**config.mk**
```make
export PLATFORM = sky130hd
export DESIGN_NAME = h4_packet_deframer
export DESIGN_NICKNAME = d
export VERILOG_FILES = /design/src/hdl/h4d_pkg.sv /design/src/hdl/h4_packet_deframer.sv /design/src/hdl/h4d_out_skid.sv
export SDC_FILE = /design/constraint.sdc
export NUM_CORES = 1
export LEC_CHECK = 0
export ABC_AREA = 1
export BUFFER_PORTS_ARGS = -buffer_cell sky130_fd_sc_hd__buf_2
export CAP_MARGIN = 30
export CORE_UTILIZATION = 30
export CTS_BUF_LIST = sky130_fd_sc_hd__clkbuf_4 sky130_fd_sc_hd__clkbuf_8
export CTS_CLUSTER_DIAMETER = 80
export DETAILED_ROUTE_END_ITERATION = 8
export SLEW_MARGIN = 40
export SYNTH_ARGS = -nofsm -noshare
export SYNTH_HDL_FRONTEND = slang
export SYNTH_HIERARCHICAL = 1
export SYNTH_SLANG_ARGS = --single-unit
export TNS_END_PERCENT = 5
```
**constraint.sdc**
```tcl
create_clock -name clk_i -period 2.9 [get_ports clk_i]
set_input_delay 0.145 -clock clk_i [delete_from_list [all_inputs] [get_ports clk_i]]
set_output_delay 0.145 -clock clk_i [all_outputs]
set_load 0.02 [all_outputs]
```
**src/hdl/h4d_pkg.sv**
```systemverilog
`timescale 1ns / 1ps
`default_nettype none

package h4d_pkg;

  typedef enum logic [1:0] {
    KIND_EVENT = 2'd0,
    KIND_ACL   = 2'd1,
    KIND_SCO   = 2'd2,
    KIND_ISO   = 2'd3
  } kind_e;

  localparam logic [7:0] TYPE_ACL   = 8'h02;
  localparam logic [7:0] TYPE_SCO   = 8'h03;
  localparam logic [7:0] TYPE_EVENT = 8'h04;
  localparam logic [7:0] TYPE_ISO   = 8'h05;

  localparam logic [2:0] HDR_LEN_EVENT = 3'd2;
  localparam logic [2:0] HDR_LEN_ACL   = 3'd4;
  localparam logic [2:0] HDR_LEN_SCO   = 3'd3;
  localparam logic [2:0] HDR_LEN_ISO   = 3'd4;

  localparam logic [2:0] HDR_IDX_LEN_LO = 3'd2;

  typedef struct packed {
    logic       aborted;
    logic       dropped_type;
    logic       last_of_packet;
    logic       first_of_packet;
    logic       is_header;
    kind_e      packet_kind;
    logic [7:0] out_byte;
  } out_item_t;

endpackage

`default_nettype wire

```
**src/hdl/h4_packet_deframer.sv**
```systemverilog
// Channel  Dir  tdata                 tuser                                   tlast
// s_axis   in   data_byte[7:0]        action[0]                               -
// m_axis   out  out_byte[7:0]         packet_kind[1:0], is_header[2],         last_of_packet
//                                     first_of_packet[3], dropped_type[4],
//                                     aborted[5]
//
// One byte can be accepted per cycle while s_axis_tready_o is high; its result, if any, is registered
// into the output register unless m_axis is stalled, in which case it waits in the skid stage.
// Known type bytes and flushes while idle produce no result.
// The output register and a one-item skid stage decouple the two sides, so
// s_axis_tready_o falls only when both hold an item.
// Reset returns the deframer to idle with both output stages empty.
`timescale 1ns / 1ps
`default_nettype none

module h4_packet_deframer (
  input  wire         clk_i,
  input  wire         rst_ni,
  input  wire         s_axis_tvalid_i,
  output logic        s_axis_tready_o,
  input  wire  [7:0]  s_axis_tdata_i,   // data_byte[7:0]
  input  wire  [0:0]  s_axis_tuser_i,   // action[0]
  output logic        m_axis_tvalid_o,
  input  wire         m_axis_tready_i,
  output logic [7:0]  m_axis_tdata_o,   // out_byte[7:0]
  output logic [5:0]  m_axis_tuser_o,   // kind[1:0] hdr[2] first[3] drop[4] abort[5]
  output logic        m_axis_tlast_o
);

  logic                active_q, active_d;
  h4d_pkg::kind_e      kind_q, kind_d;
  logic [7:0]          hdr2_q, hdr2_d;
  logic [2:0]          need_q, need_d;
  logic [2:0]          have_q, have_d;
  logic [15:0]         left_q, left_d;

  logic                accept;
  logic                res_valid;
  h4d_pkg::out_item_t  res;
  h4d_pkg::out_item_t  m_item;
  logic                skid_ready;
  logic [7:0]          b;
  logic [15:0]         len;
  logic [2:0]          have_inc;
  logic [15:0]         left_dec;

  assign s_axis_tready_o = skid_ready;
  assign accept          = s_axis_tvalid_i && skid_ready;
  assign b               = s_axis_tdata_i;
  assign have_inc        = have_q + 3'd1;
  assign left_dec        = left_q - 16'd1;

  always_comb begin
    unique case (kind_q)
      h4d_pkg::KIND_EVENT: len = {8'h00, b};
      h4d_pkg::KIND_SCO:   len = {8'h00, b};
      default:             len = {b, hdr2_q};
    endcase
  end

  always_comb begin
    active_d  = active_q;
    kind_d    = kind_q;
    hdr2_d    = hdr2_q;
    need_d    = need_q;
    have_d    = have_q;
    left_d    = left_q;
    res_valid = 1'b0;
    res       = '0;
    res.out_byte    = b;
    res.packet_kind = kind_q;
    if (s_axis_tuser_i[0]) begin
      if (active_q) begin
        res_valid    = 1'b1;
        res.out_byte = 8'h00;
        res.aborted  = 1'b1;
        active_d     = 1'b0;
        kind_d       = h4d_pkg::KIND_EVENT;
        need_d       = 3'd0;
        have_d       = 3'd0;
        left_d       = 16'd0;
      end
    end else if (!active_q) begin
      have_d = 3'd0;
      left_d = 16'd0;
      unique case (b)
        h4d_pkg::TYPE_EVENT: begin
          active_d = 1'b1;
          kind_d   = h4d_pkg::KIND_EVENT;
          need_d   = h4d_pkg::HDR_LEN_EVENT;
        end
        h4d_pkg::TYPE_ACL: begin
          active_d = 1'b1;
          kind_d   = h4d_pkg::KIND_ACL;
          need_d   = h4d_pkg::HDR_LEN_ACL;
        end
        h4d_pkg::TYPE_SCO: begin
          active_d = 1'b1;
          kind_d   = h4d_pkg::KIND_SCO;
          need_d   = h4d_pkg::HDR_LEN_SCO;
        end
        h4d_pkg::TYPE_ISO: begin
          active_d = 1'b1;
          kind_d   = h4d_pkg::KIND_ISO;
          need_d   = h4d_pkg::HDR_LEN_ISO;
        end
        default: begin
          res_valid        = 1'b1;
          res.packet_kind  = h4d_pkg::KIND_EVENT;
          res.dropped_type = 1'b1;
        end
      endcase
    end else if (have_q < need_q) begin
      res_valid           = 1'b1;
      res.is_header       = 1'b1;
      res.first_of_packet = (have_q == 3'd0);
      have_d              = have_inc;
      if (have_q == h4d_pkg::HDR_IDX_LEN_LO) begin
        hdr2_d = b;
      end
      if (have_inc >= need_q) begin
        left_d = len;
        if (len == 16'd0) begin
          res.last_of_packet = 1'b1;
          active_d           = 1'b0;
          kind_d             = h4d_pkg::KIND_EVENT;
          need_d             = 3'd0;
          have_d             = 3'd0;
        end
      end
    end else begin
      res_valid = 1'b1;
      left_d    = left_dec;
      if (left_dec == 16'd0) begin
        res.last_of_packet = 1'b1;
        active_d           = 1'b0;
        kind_d             = h4d_pkg::KIND_EVENT;
        need_d             = 3'd0;
        have_d             = 3'd0;
      end
    end
  end

  always_ff @(posedge clk_i or negedge rst_ni) begin
    if (!rst_ni) begin
      active_q <= 1'b0;
      kind_q   <= h4d_pkg::KIND_EVENT;
      need_q   <= 3'd0;
      have_q   <= 3'd0;
      left_q   <= 16'd0;
    end else if (accept) begin
      active_q <= active_d;
      kind_q   <= kind_d;
      need_q   <= need_d;
      have_q   <= have_d;
      left_q   <= left_d;
    end
  end

  always_ff @(posedge clk_i) begin
    if (accept) begin
      hdr2_q <= hdr2_d;
    end
  end

  h4d_out_skid u_out (
    .clk_i       (clk_i),
    .rst_ni      (rst_ni),
    .push_i      (accept && res_valid),
    .item_i      (res),
    .ready_o     (skid_ready),
    .out_valid_o (m_axis_tvalid_o),
    .out_item_o  (m_item),
    .out_ready_i (m_axis_tready_i)
  );

  assign m_axis_tdata_o = m_item.out_byte;
  assign m_axis_tlast_o = m_item.last_of_packet;
  assign m_axis_tuser_o = {m_item.aborted, m_item.dropped_type, m_item.first_of_packet,
                           m_item.is_header, m_item.packet_kind};

`ifndef NO_ASSERTIONS
  a_have_bounded: assert property (@(posedge clk_i) disable iff (!rst_ni)
    have_q <= need_q)
    else $error("Header count ran past the header length.");

  a_idle_clean: assert property (@(posedge clk_i) disable iff (!rst_ni)
    !active_q |-> (have_q == 3'd0) && (left_q == 16'd0) && (need_q == 3'd0))
    else $error("Idle deframer holds packet state.");

  a_payload_nonzero: assert property (@(posedge clk_i) disable iff (!rst_ni)
    active_q && (need_q != 3'd0) && (have_q == need_q) |-> left_q != 16'd0)
    else $error("Payload phase entered with no bytes left.");
`endif

endmodule

`default_nettype wire

```
**src/hdl/h4d_out_skid.sv**
```systemverilog
`timescale 1ns / 1ps
`default_nettype none

module h4d_out_skid (
  input  wire                 clk_i,
  input  wire                 rst_ni,
  input  wire                 push_i,
  input  h4d_pkg::out_item_t  item_i,
  output logic                ready_o,
  output logic                out_valid_o,
  output h4d_pkg::out_item_t  out_item_o,
  input  wire                 out_ready_i
);

  logic               out_valid_q;
  logic               skid_valid_q;
  h4d_pkg::out_item_t out_q;
  h4d_pkg::out_item_t skid_q;
  logic               load_out;

  assign ready_o     = !skid_valid_q;
  assign out_valid_o = out_valid_q;
  assign out_item_o  = out_q;
  assign load_out    = !out_valid_q || out_ready_i;

  always_ff @(posedge clk_i or negedge rst_ni) begin
    if (!rst_ni) begin
      out_valid_q  <= 1'b0;
      skid_valid_q <= 1'b0;
    end else if (load_out) begin
      out_valid_q  <= skid_valid_q || push_i;
      skid_valid_q <= 1'b0;
    end else if (push_i) begin
      skid_valid_q <= 1'b1;
    end
  end

  always_ff @(posedge clk_i) begin
    if (load_out) begin
      out_q <= skid_valid_q ? skid_q : item_i;
    end else if (push_i) begin
      skid_q <= item_i;
    end
  end

`ifndef NO_ASSERTIONS
  a_skid_implies_out: assert property (@(posedge clk_i) disable iff (!rst_ni)
    skid_valid_q |-> out_valid_q)
    else $error("Skid stage holds an item while the output register is empty.");

  a_no_push_when_full: assert property (@(posedge clk_i) disable iff (!rst_ni)
    skid_valid_q |-> !push_i)
    else $error("An item was pushed while both stages are full.");

  a_skid_fill_on_stall: assert property (@(posedge clk_i) disable iff (!rst_ni)
    $rose(skid_valid_q) |-> $past(out_valid_q && !out_ready_i && push_i))
    else $error("Skid stage filled without a stalled output.");

  a_out_held_on_stall: assert property (@(posedge clk_i) disable iff (!rst_ni)
    out_valid_q && !out_ready_i |=> out_valid_q && $stable(out_q))
    else $error("Output item changed while stalled.");
`endif

endmodule

`default_nettype wire
```
## After elaboration in Yosys (flattened, before gate mapping)

Cells that the tools add are included.

- Flip-flop bits (word level): 65
- Input port bits: 13
- Word-level logic and storage cells: 114

- Add/subtract/negate cells: 2
- $lt $le $gt $ge: 2
- Equal/unequal tests: 10
- Muxes and demuxes: 54
- Bitwise gates (word level): 2
- Reductions and logical operators: 22

Operators by type and width:

| operator | number |
|---|---|
| 2-to-1 mux 16 bit | 6 |
| 2-to-1 mux 3 bit | 13 |
| zero test 16 bit | 2 |
| 2-to-1 mux 2 bit | 10 |
| 2-to-1 mux 1 bit | 19 |
| equality test 8 x 2 -> 1 bit (second input constant) | 2 |
| equality test 8 x 3 -> 1 bit (second input constant) | 2 |
| 2-to-1 mux 8 bit | 2 |
| subtractor 16 x 1 -> 16 bit (second input constant) | 1 |
| 2-to-1 mux 15 bit | 1 |
| AND reduction 6 bit | 2 |
| one-hot mux 3 bit (3 select lines) | 1 |
| inequality test 4 x 3 -> 1 bit (second input constant) | 2 |
| one-hot mux 2 bit (4 select lines) | 1 |
| 2-to-1 mux 6 bit | 1 |
| AND reduction 3 bit | 2 |
| AND reduction 5 bit | 1 |
| nonzero test 5 bit | 1 |
| inequality test 4 x 2 -> 1 bit (second input constant) | 1 |
| nonzero test 4 bit | 1 |
| OR reduction 2 bit | 2 |
| OR reduction 4 bit | 1 |
| adder 3 x 1 -> 3 bit (second input constant) | 1 |
| equality test 3 x 2 -> 1 bit (second input constant) | 1 |
| other kinds (12) | 16 |

## Logic depth before layout (Yosys ltp)

Gate-level depths: netlist of the first run.

- Depth in word-level cells: 10
- Gate-level depth with buffers: 16

## By module

The synthesis of the first run kept the hierarchy.

By module, submodules not included:

| module | instances | cells each | area an instance (sq um) | sequential area each (sq um) |
|---|---|---|---|---|
| h4_packet_deframer | 1 | 348 | 2411.1 | 865.8 |
| h4d_out_skid | 1 | 88 | 1204.9 | 950.9 |

## Worst setup path after synthesis of the first run

Ideal clock, no wire load.

- Kind: flip-flop to flip-flop
- Start: reg have_q[2]
- End: reg hdr2_q[0] (enable)
- Library setup time: 398 ps
- Data arrival time: 2113 ps
- Data required time: 2502 ps
- Slack: 389 ps
- Stages on the path, launching flop included: 7
- Period minus slack after synthesis: 2511 ps
- Cells stage by stage: dfrtp_1 > ha_1 > a21oi_1 > nand2_2 > inv_1 > nand2_1 > nor4b_1

- Cells in the longest elaborated chain, start to end: 2

Ends and longest elaborated chain:

| what | RTL line | source |
|---|---|---|
| start: declaration | h4_packet_deframer.sv:34 | `logic [2:0] have_q, have_d;` |
| start signal: assignment | h4_packet_deframer.sv:155 | `have_q <= have_d;` |
| < comparator 3 bit or equality test 3 x 2 -> 1 bit (tied branches) | h4_packet_deframer.sv:113, h4_packet_deframer.sv:118 |  |
| AND reduction 5 bit (no source line) (*) | n/a |  |
| end signal: assignment | h4_packet_deframer.sv:162 | `hdr2_q <= hdr2_d;` |
| end: declaration | h4_packet_deframer.sv:32 | `logic [7:0] hdr2_q, hdr2_d;` |

Every way passes the cells marked *; elsewhere a longest branch is shown, timed or not.
A chain may end at the register's enable or synchronous reset.

## Worst setup path after layout of the first run

- Start: reg have_q[0]
- End: reg left_q[15]

- Cells in the longest elaborated chain, start to end: 4

Ends and longest elaborated chain:

| what | RTL line | source |
|---|---|---|
| adder 3 x 1 -> 3 bit or < comparator 3 bit (tied branches) | h4_packet_deframer.sv:50, h4_packet_deframer.sv:113 |  |
| greater-or-equal comparator 3 bit or 2-to-1 mux 16 bit (tied branches) | h4_packet_deframer.sv:121, h4_packet_deframer.sv:113 |  |
| inequality test 4 x 3 -> 1 bit (no source line) or 2-to-1 mux 16 bit (tied branches) | n/a |  |
| AND reduction 3 bit (no source line) or 2-to-1 mux 16 bit (tied branches) | n/a |  |
| end signal: assignment | h4_packet_deframer.sv:156 | `left_q <= left_d;` |
| end: declaration | h4_packet_deframer.sv:35 | `logic [15:0] left_q, left_d;` |

Parallel ways exist; a longest one is shown, timed or not.

==> metrics, run 1 <==
clock buffer depth 2; IO Pins 30; Fin Hold WS 0.0204 ns; initial antenna violation count 0; Yosys reg bits 65; top cells by area, synth edfxtp_1 (32%), dfrtp_1 (19%), nand2_1 (14%); mean area per synthesized cell 8.29 um^2; Final min period 2.40 ns; Chip Height 112 um; count leader, synth nand2_1; clock transition at the registers of the reported paths 0.08 ns; # H-tree levels 3; Critical Path Sink Type flip-flop; CTS tree built; DRT Pass-1 Iters 7; met3 Use GR 0.0365; Int Pwr 1560 uW; clk sinks 65; Skew-Pair Late Insertion Delay 0.35 ns; Post-CTS Hold Fix Bufs 2; clock power share 0.364; failing checks DRC; Fin. Hold Viols 0; CP Launch Type flip-flop; R2R depth 8; Avg WL per Cell 12.9 um; Setup Fix Bufs, Post-CTS 0; post-synthesis sequential area ratio 0.502; reg-to-reg slack, setup 0.50 ns; max cap viols 0; most frequent cells after synthesis nand2_1 (137), nor2_1 (61), inv_1 (48), edfxtp_1 (38), dfrtp_1 (27); Post-Route WL 8040 um; initial core utilization 0.313; RSZ-0062 raised after global routing no; Slew @ Worst Pin 0.718 ns; switching share of total power 0.287; Post-Syn Instances 436; power share of the combinational group 0.161; Num CTS Buffers 9; area leader, netlist edfxtp_1; endpoints failing setup 0; Post-synth top flop edfxtp_1; diode count 0; number of remaining DRC errors 4; number of DRC markers after the initial detailed-route iteration 179; Leak 0.00200 uW; vias per cell 4.73; Hold Path Depth 1; Crit path arrival time 2.60 ns; # rows 39; post-route ant nets 0; met1 Use GR 0.178; die area 12500 um^2; top cell type's share of synthesized area 0.316; worst ir drop on vdd 0.000196 V; post_cts resized 0; critical path class flip-flop to flip-flop; CP max FO 13; share of cells above drive strength 1 0.144; WHS Endpoint hdr2_q[6]$_DFFE_PP_; Worst Min Path Start s_axis_tdata_i[6]; Pwr per Cell Area 529 nW/um^2; Detail Placement HPWL 6020 um; Tcrit/Tclk final 0.827; Final #Nets 499; Setup Skew 0.0127 ns; Post-synth EDFFs 38; FF-to-FF Start have_q[0]$_DFFE_PN0P_; sequential power share 0.475; Die Wd 112 um; number of global-route vias before repair 2920; Hold Crit Class input port to flip-flop; first-pass GRT wire length 13900 um; post-route setup TNS 0 ns; Synth Cell Area 3620 um^2; Layout area overhead 14.4%; sw power 627 uW; Synth Warn # 6; M2 GR Usage 0.227; slew margin rel. 0.520; vias 2947; Max Clk Rate 0.417 GHz; Max Slew Vio Count 0; grt total ovfl 0; async set-reset flop share out of synthesis 0.415; reg2reg end left_q[15]$_DFFE_PN0P_; GRT busiest layer met2; RePlAce Congestion 0.854; IO Port Bufs 29; CTS root buf clkbuf_8; worst endpoint required time 3.10 ns; Mapped Nets 460; Core Box Area 11600 um^2; largest net degree at the start of global routing 28; Synth cell types 39; GRT Total Usage 0.140; outcome finished with violations
[per-stage QoR]
step           worst slack [ns]  power [uW]  utilization  std cells  area [um^2]
6_report                  0.501        2190        0.358        623         4140
5_1_grt                   0.340        2290        0.358        623         4140
4_1_cts                   0.519        2200        0.357        622         4130
3_5_place_dp              0.535        1410        0.338        604         3900
3_3_place_gp              0.537        1400        0.338        604         3900
2_1_floorplan             0.389        1300            -        436         3620
[layer usage]
metal | vias up | wire length (um)
li1 | 1503 | -
met1 | 1349 | 3810
met2 | 86 | 3690
met3 | 9 | 427
met4 | 0 | 116
met5 | - | 0
[worst max path at each step]
stage                              startpoint                   endpoint  slack, ns  cells past startpoint
2_1_floorplan           have_q[2]$_DFFE_PN0P_        hdr2_q[0]$_DFFE_PP_       0.39                      6
3_3_place_gp   u_out/skid_valid_q$_DFFE_PN0P_  u_out/skid_q[6]$_DFFE_PP_       0.54                      8
3_5_place_dp            have_q[0]$_DFFE_PN0P_     left_q[11]$_DFFE_PN0P_       0.54                      8
4_1_cts                 have_q[0]$_DFFE_PN0P_     left_q[11]$_DFFE_PN0P_       0.52                      8
5_1_grt        u_out/skid_valid_q$_DFFE_PN0P_      left_q[4]$_DFFE_PN0P_       0.34                      7
6_report                have_q[0]$_DFFE_PN0P_     left_q[15]$_DFFE_PN0P_       0.50                      8
[final cells by class]
cell class | instances | area, um^2
clock buffer | 10 | 138
clock inverter | 6 | 66.3
fill | 1181 | 7430
inverter | 53 | 206
multi-input combinational | 309 | 1520
sequential | 65 | 1820
tap | 143 | 179
timing repair buffer | 37 | 213
[power groups by stage]
stage / logic, uW / registers [uW] / clock network [uW]
floorplan: 210 / 1090 / 0
global placement: 345 / 1060 / 0
detailed placement: 347 / 1060 / 0
CTS: 351 / 1040 / 811
global route: 394 / 1040 / 855
finish: 353 / 1040 / 796
[layout by cell type, fill, tap and decap left out, types with 10 or more instances in the layout]
cell | Yosys | layout
a21oi_1 | 11 | 11
buf_2 | 3 | 29
clkbuf_8 | 1 | 10
dfrtp_1 | 27 | 27
edfxtp_1 | 38 | 38
ha_1 | 11 | 11
inv_1 | 48 | 48
nand2_1 | 137 | 137
nand3_1 | 18 | 18
nor2_1 | 61 | 61
o21ai_0 | 14 | 14
o22ai_1 | 13 | 13
[registers in the layout (all words and copies together), names as in the netlist]
name	count
left_q	16
u_out/out_item_o	15
u_out/skid_q	15
hdr2_q	8
have_q	3
need_q	3
kind_q	2
active_q	1
u_out/out_valid_o	1
u_out/skid_valid_q	1
[cell families after synthesis]
| logic type | count (synthesis) | share of synthesized area |
|---|---|---|
| AO/OA/AOI/OAI | 52 | 0.0865 |
| flip-flops | 65 | 0.502 |
| buffers and inverters | 62 | 0.0775 |
| XOR/XNOR | 5 | 0.0121 |
| adder cells (fa/ha/maj) | 11 | 0.0381 |
| AND/OR/NAND/NOR | 241 | 0.283 |
[critical path, cell delays in order (launching register included)]
cell and delay (ns):
dfrtp_1 0.41, inv_1 0.11, ha_1 0.33, ha_1 0.28, a21o_1 0.18, a21oi_1 0.19
a21oi_1 0.12, nand2_1 0.44, o22ai_1 0.18
(Power assumes the default switching activity.)
==> inputs of run 2 (changes only) <==
ABC_AREA = 0   (was 1)
clock period = 2.33 ns   (was 2.9 ns; I/O delays follow)
==> metrics, run 2 <==
outcome finished with violations; failing checks setup timing; die area 12300 um^2; initial antenna violation count 0; Die Wd 111 um; post-synthesis sequential area ratio 0.511; switching share of total power 0.394; endpoints failing setup 11; RSZ-0062 raised after global routing yes; Chip Height 111 um; Synth Warn # 6; Synth cell types 51; number of DRC markers after the initial detailed-route iteration 235; mean area per synthesized cell 10.9 um^2; Crit path arrival time 2.78 ns; max cap viols 0; slew margin rel. 0.559; Core Box Area 11500 um^2; sequential power share 0.298; clk sinks 65; post-route setup TNS -1.50 ns; Layout area overhead 28.1%; Pwr Total 5470 uW; worst ir drop on vdd 0.000578 V; Fin. Hold Viols 0; worst endpoint required time 2.57 ns; Post-Route WL 8500 um; IO Pins 30; power share of the combinational group 0.520; Critical Path Sink Type flip-flop; Mapped Nets 350; Post-synth top flop edfxtp_1; area leader, netlist edfxtp_1; number of global-route vias before repair 2871; Skew-Pair Late Insertion Delay 0.36 ns; Yosys reg bits 65; count leader, synth edfxtp_1; Layout Utilization 0.397; CP max FO 6; Final min period 2.54 ns; Int Pwr 3310 uW; Num CTS Buffers 9; grt total ovfl 0; vias 2781; Seq. cell area 1820 um^2; number of remaining DRC errors 0; initial core utilization 0.310; async set-reset flop share out of synthesis 0.415; clock power share 0.182; largest net degree at the start of global routing 28; Max Clk Rate 0.393 GHz; clock transition at the registers of the reported paths 0.08 ns; Setup Skew 0.00966 ns; critical path class flip-flop to flip-flop; Hold Crit Class input port to flip-flop; top cells by area, synth edfxtp_1 (32%), dfrtp_1 (19%), ha_1 (3.9%); Max Slew Vio Count 0; Largest Register left_q; CTS root buf clkbuf_8; DRT Pass-1 Iters 4; first-pass GRT wire length 14300 um; most frequent cells in the layout buf_4 (42), edfxtp_1 (38), nor2_1 (29), buf_2 (29), dfrtp_1 (27); vias per cell 5.06; Slew @ Worst Pin 0.662 ns; most frequent cells after synthesis edfxtp_1 (38), nor2_1 (31), dfrtp_1 (27), o21ai_0 (26), nand2_1 (19); Final #Nets 426; Post-Syn Instances 326; post-route ant nets 0; Tcrit/Tclk final 1.09; area of the multi-input gates 1720 um^2; diode count 0; Setup WS post-layout -0.214 ns; clock buffer depth 2; share of cells above drive strength 1 0.339; most common cell after layout, fill and taps aside buf_4; Fin Hold WS 0.0371 ns; top cell type's share of synthesized area 0.321; CTS tree built; # H-tree levels 3; pre-CTS worst setup slack -0.299 ns; IO Port Bufs 29; Pwr per Cell Area 1200 nW/um^2; Post-synth EDFFs 38; RePlAce Congestion 0.858; Leak 0.00183 uW; CP Launch Type flip-flop; Detail Placement HPWL 6330 um; # rows 39; Avg WL per Cell 15.5 um; # fillers 1096; sw power 2160 uW; GRT Total Usage 0.148; Synth Cell Area 3560 um^2; max reg flops 16
run 2: cell types whose count changed in the layout (fill, tap and decap cells not counted), sizes merged, moves of 10 or more:
cell   before  now
and2        0   10
buf        34   75
inv        53   18
mux2        0   18
nand2     144   19
nand3      20    3
nor2       64   31
o22ai      13    2
run 2: logic make-up (layout without fill, tap and decap cells):
logic type | count (synthesis) | count (layout) | share of synthesized area
flops | 65 | 65 | 0.511
compound gates | 80 | 80 | 0.155
buf+inv | 31 | 112 | 0.0398
xor+xnor | 1 | 1 | 0.00246
simple gates | 114 | 114 | 0.171
fa+ha+maj | 11 | 11 | 0.0387
mux | 24 | 24 | 0.0823
run 2: what timing repair did:
action | in CTS | in global routing
pin swaps | 4 | 1
buffers inserted | 1 | 0
resized for setup | 6 | 11
endpoints found under the setup margin | 17 | 45
hold buffers | 5 | 0
endpoints found under the hold margin | 31 | 0
run 2: final cells by class:
class | count | share of cell area
Tap cell | 143 | 0.0393
Sequential cell | 65 | 0.399
Inverter | 16 | 0.0132
Clock buffer | 9 | 0.0272
Timing Repair Buffer | 80 | 0.126
Multi-Input combinational cell | 230 | 0.378
Clock inverter | 7 | 0.0173
run 2: power by group through the flow:
stage | sequential [uW] | combinational, uW | clock [uW]
6_report | 1630 | 2840 | 996
5_1_grt | 1660 | 3130 | 1070
4_1_cts | 1630 | 2810 | 1020
3_5_place_dp | 1640 | 2710 | 0
3_3_place_gp | 1640 | 2670 | 0
2_1_floorplan | 1720 | 1720 | 0
run 2: worst paths after layout:
check,from,to,slack (ns),cells after the start
max reg2reg,left_q[1]$_DFFE_PN0P_,kind_q[0]$_DFFE_PN0P_,-0.21,6
min reg2reg,kind_q[1]$_DFFE_PN0P_,kind_q[1]$_DFFE_PN0P_,0.53,1
max in group asynchronous,rst_ni,kind_q[0]$_DFFE_PN0P_,1.58,2
max,left_q[1]$_DFFE_PN0P_,kind_q[0]$_DFFE_PN0P_,-0.21,6
min,s_axis_tdata_i[3],hdr2_q[3]$_DFFE_PP_,0.04,1
min in group asynchronous,rst_ni,need_q[1]$_DFFE_PN0P_,0.32,2
run 2: worst max-delay path: stages (launching register included):
cell and delay [ns]:
dfrtp_1 0.41, or3_1 0.51, o41ai_4 0.47, nand4_4 0.14, a2111oi_4 0.38, o2111ai_4 0.22, a32o_1 0.30
run 2: metrics by stage:
| step | area (um^2) | instances |
|---|---|---|
| after global placement | 4210 | 528 |
| final | 4550 | 550 |
| after floorplan | 3610 | 326 |
| after detailed placement | 4210 | 528 |
| after global routing | 4550 | 550 |
| after CTS | 4510 | 550 |
run 2: per-layer routing:
metal | up-vias | GRT usage | wire length, um
met5 | - | 0 | 0
met4 | 0 | 0.0747 | 181
met3 | 15 | 0.0279 | 312
met2 | 67 | 0.241 | 4190
met1 | 1332 | 0.188 | 3820
li1 | 1367 | - | -
==> inputs of run 3 (changes only) <==
ABC_AREA = 1   (was 0)
==> metrics, run 3 (synthesis gave the netlist of run 1 again) <==
reg-to-reg slack, setup 0.18 ns; max incr delay on CP 0.42 ns; met3 WL 437 um; vias per cell 4.81; Fin Hold WS 0.0316 ns; Die Wd 112 um; endpoints failing setup 0; Setup WS post-layout 0.178 ns; Worst Min Path Start s_axis_tdata_i[1]; top sig layer met4; Max Slew Vio Count 0; Slew @ Worst Pin 0.660 ns; Post-Route WL 8190 um; IO Port Bufs 29; CTS tree built; Final min period 2.15 ns; Hold Crit Class input port to flip-flop; Num CTS Buffers 9; dpl cell area 3950 um^2; diode count 0; largest net degree at the start of global routing 28; Finished Cell Area 4270 um^2; R2R depth 12; GRT Total Usage 0.143; post-route setup TNS 0 ns; WL met1 3660 um; metal2 WL 3890 um; Critical Path Start have_q[0]$_DFFE_PN0P_; number of DRC markers after the initial detailed-route iteration 225; Fin. Hold Viols 0; CP max FO 5; Hold Path Depth 1; CTS root buf clkbuf_8; Setup Skew 0.00900 ns; worst ir drop on vdd 0.000313 V; # fillers 1161; Chip Height 112 um; Final #Nets 507; worst endpoint required time 2.45 ns; clk sinks 65; WHS Endpoint hdr2_q[1]$_DFFE_PP_; share of cells above drive strength 1 0.164; most frequent cells in the layout nand2_1 (137), nor2_1 (61), inv_1 (47); Worst path slowest cell dfrtp_1; CP Buf/Inv Count 1; die area 12500 um^2; Tcrit/Tclk final 0.923; failing checks DRC; outcome finished with violations; Skew-Pair Late Insertion Delay 0.36 ns; most common cell after layout, fill and taps aside nand2_1; grt total ovfl 0; clock buffer depth 2; pre-CTS worst setup slack 0.155 ns; initial core utilization 0.313; Pwr per Cell Area 694 nW/um^2; RSZ-0062 raised after global routing no; vias 3033; Crit path top cell by count nand2_1; Crit path arrival time 2.27 ns; first-pass GRT wire length 14100 um; DRT Pass-1 Iters 7; # H-tree levels 3; Layout area overhead 18.0%; CP top delay family adder cells; critical path class flip-flop to flip-flop; crit-path cells inv_2 > ha_1 > ha_1 > a21o_1 > a21oi_2 > nor2_1 > nand2_2 > a21oi_1 > nand2_1 > nor2_1 > nand2_1 > nand2_1; initial antenna violation count 0; clock transition at the registers of the reported paths 0.08 ns; slew margin rel. 0.560; max reg flops 16; CP Launch Type flip-flop; # rows 39; reg2reg end u_out/out_item_o[12]$_DFFE_PP_; number of remaining DRC errors 4; Critical Path Sink Type flip-flop; post-route ant nets 0; max cap viols 0; Leak 0.00207 uW; number of global-route vias before repair 2928; Max Clk Rate 0.465 GHz; Avg WL per Cell 13.0 um; Core Box Area 11600 um^2; Detail Placement HPWL 5980 um; Largest Register left_q; RePlAce Congestion 0.941; FF-to-FF Start have_q[0]$_DFFE_PN0P_; IO Pins 30
run 3: cell types whose count changed in the layout (fill, tap and decap cells not counted), moves of 10 or more:
cell | before | now
buf_4 | 42 | 11
nand2_1 | 19 | 137
o21ai_0 | 25 | 12
nor2_1 | 29 | 61
o22ai_1 | 2 | 13
inv_1 | 14 | 47
nand3_1 | 2 | 17
and2_1 | 10 | 0
mux2_2 | 10 | 0
run 3: how the worst max path moves through the flow:
stage          cells after the start                        endpoint  slack, ns
2_1_floorplan                      9       u_out/skid_q[0]$_DFFE_PP_      -0.06
3_3_place_gp                      12  u_out/out_item_o[12]$_DFFE_PP_       0.19
3_5_place_dp                      12  u_out/out_item_o[12]$_DFFE_PP_       0.16
4_1_cts                           12  u_out/out_item_o[12]$_DFFE_PP_       0.13
5_1_grt                           12  u_out/out_item_o[12]$_DFFE_PP_       0.01
6_report                          12  u_out/out_item_o[12]$_DFFE_PP_       0.18
run 3: layout make-up:
class	instances	area [um^2]	area share
Sequential cell	65	1820	0.426
Multi-Input combinational cell	309	1540	0.360
Timing Repair Buffer	45	278	0.0651
Inverter	53	206	0.0484
Tap cell	143	179	0.0419
Clock inverter	7	125	0.0293
Clock buffer	9	124	0.0290
run 3: where the power goes:
group	internal [uW]	switching, uW
Combinational	153	302
Clock	722	495
Sequential	1270	16.0
run 3: stage by stage:
step	power [uW]	cells	utilization
after detailed placement	1750	609	0.341
after floorplan	1620	436	-
after CTS	2980	630	0.367
final	2960	631	0.369
after global placement	1760	609	0.341
after global routing	3090	631	0.369
run 3: repair_timing:
action                     4_1_cts  5_1_grt
setup buffers                    0        1
setup endpoints to repair        0       12
hold buffers                     5        0
hold endpoints to repair        31        0
gates resized for setup          0        6
run 3: layer usage:
metal | GRT usage | vias to the layer above
met4 | 0.0739 | 0
met1 | 0.174 | 1398
met2 | 0.234 | 101
met5 | 0 | -
li1 | - | 1513
met3 | 0.0386 | 21
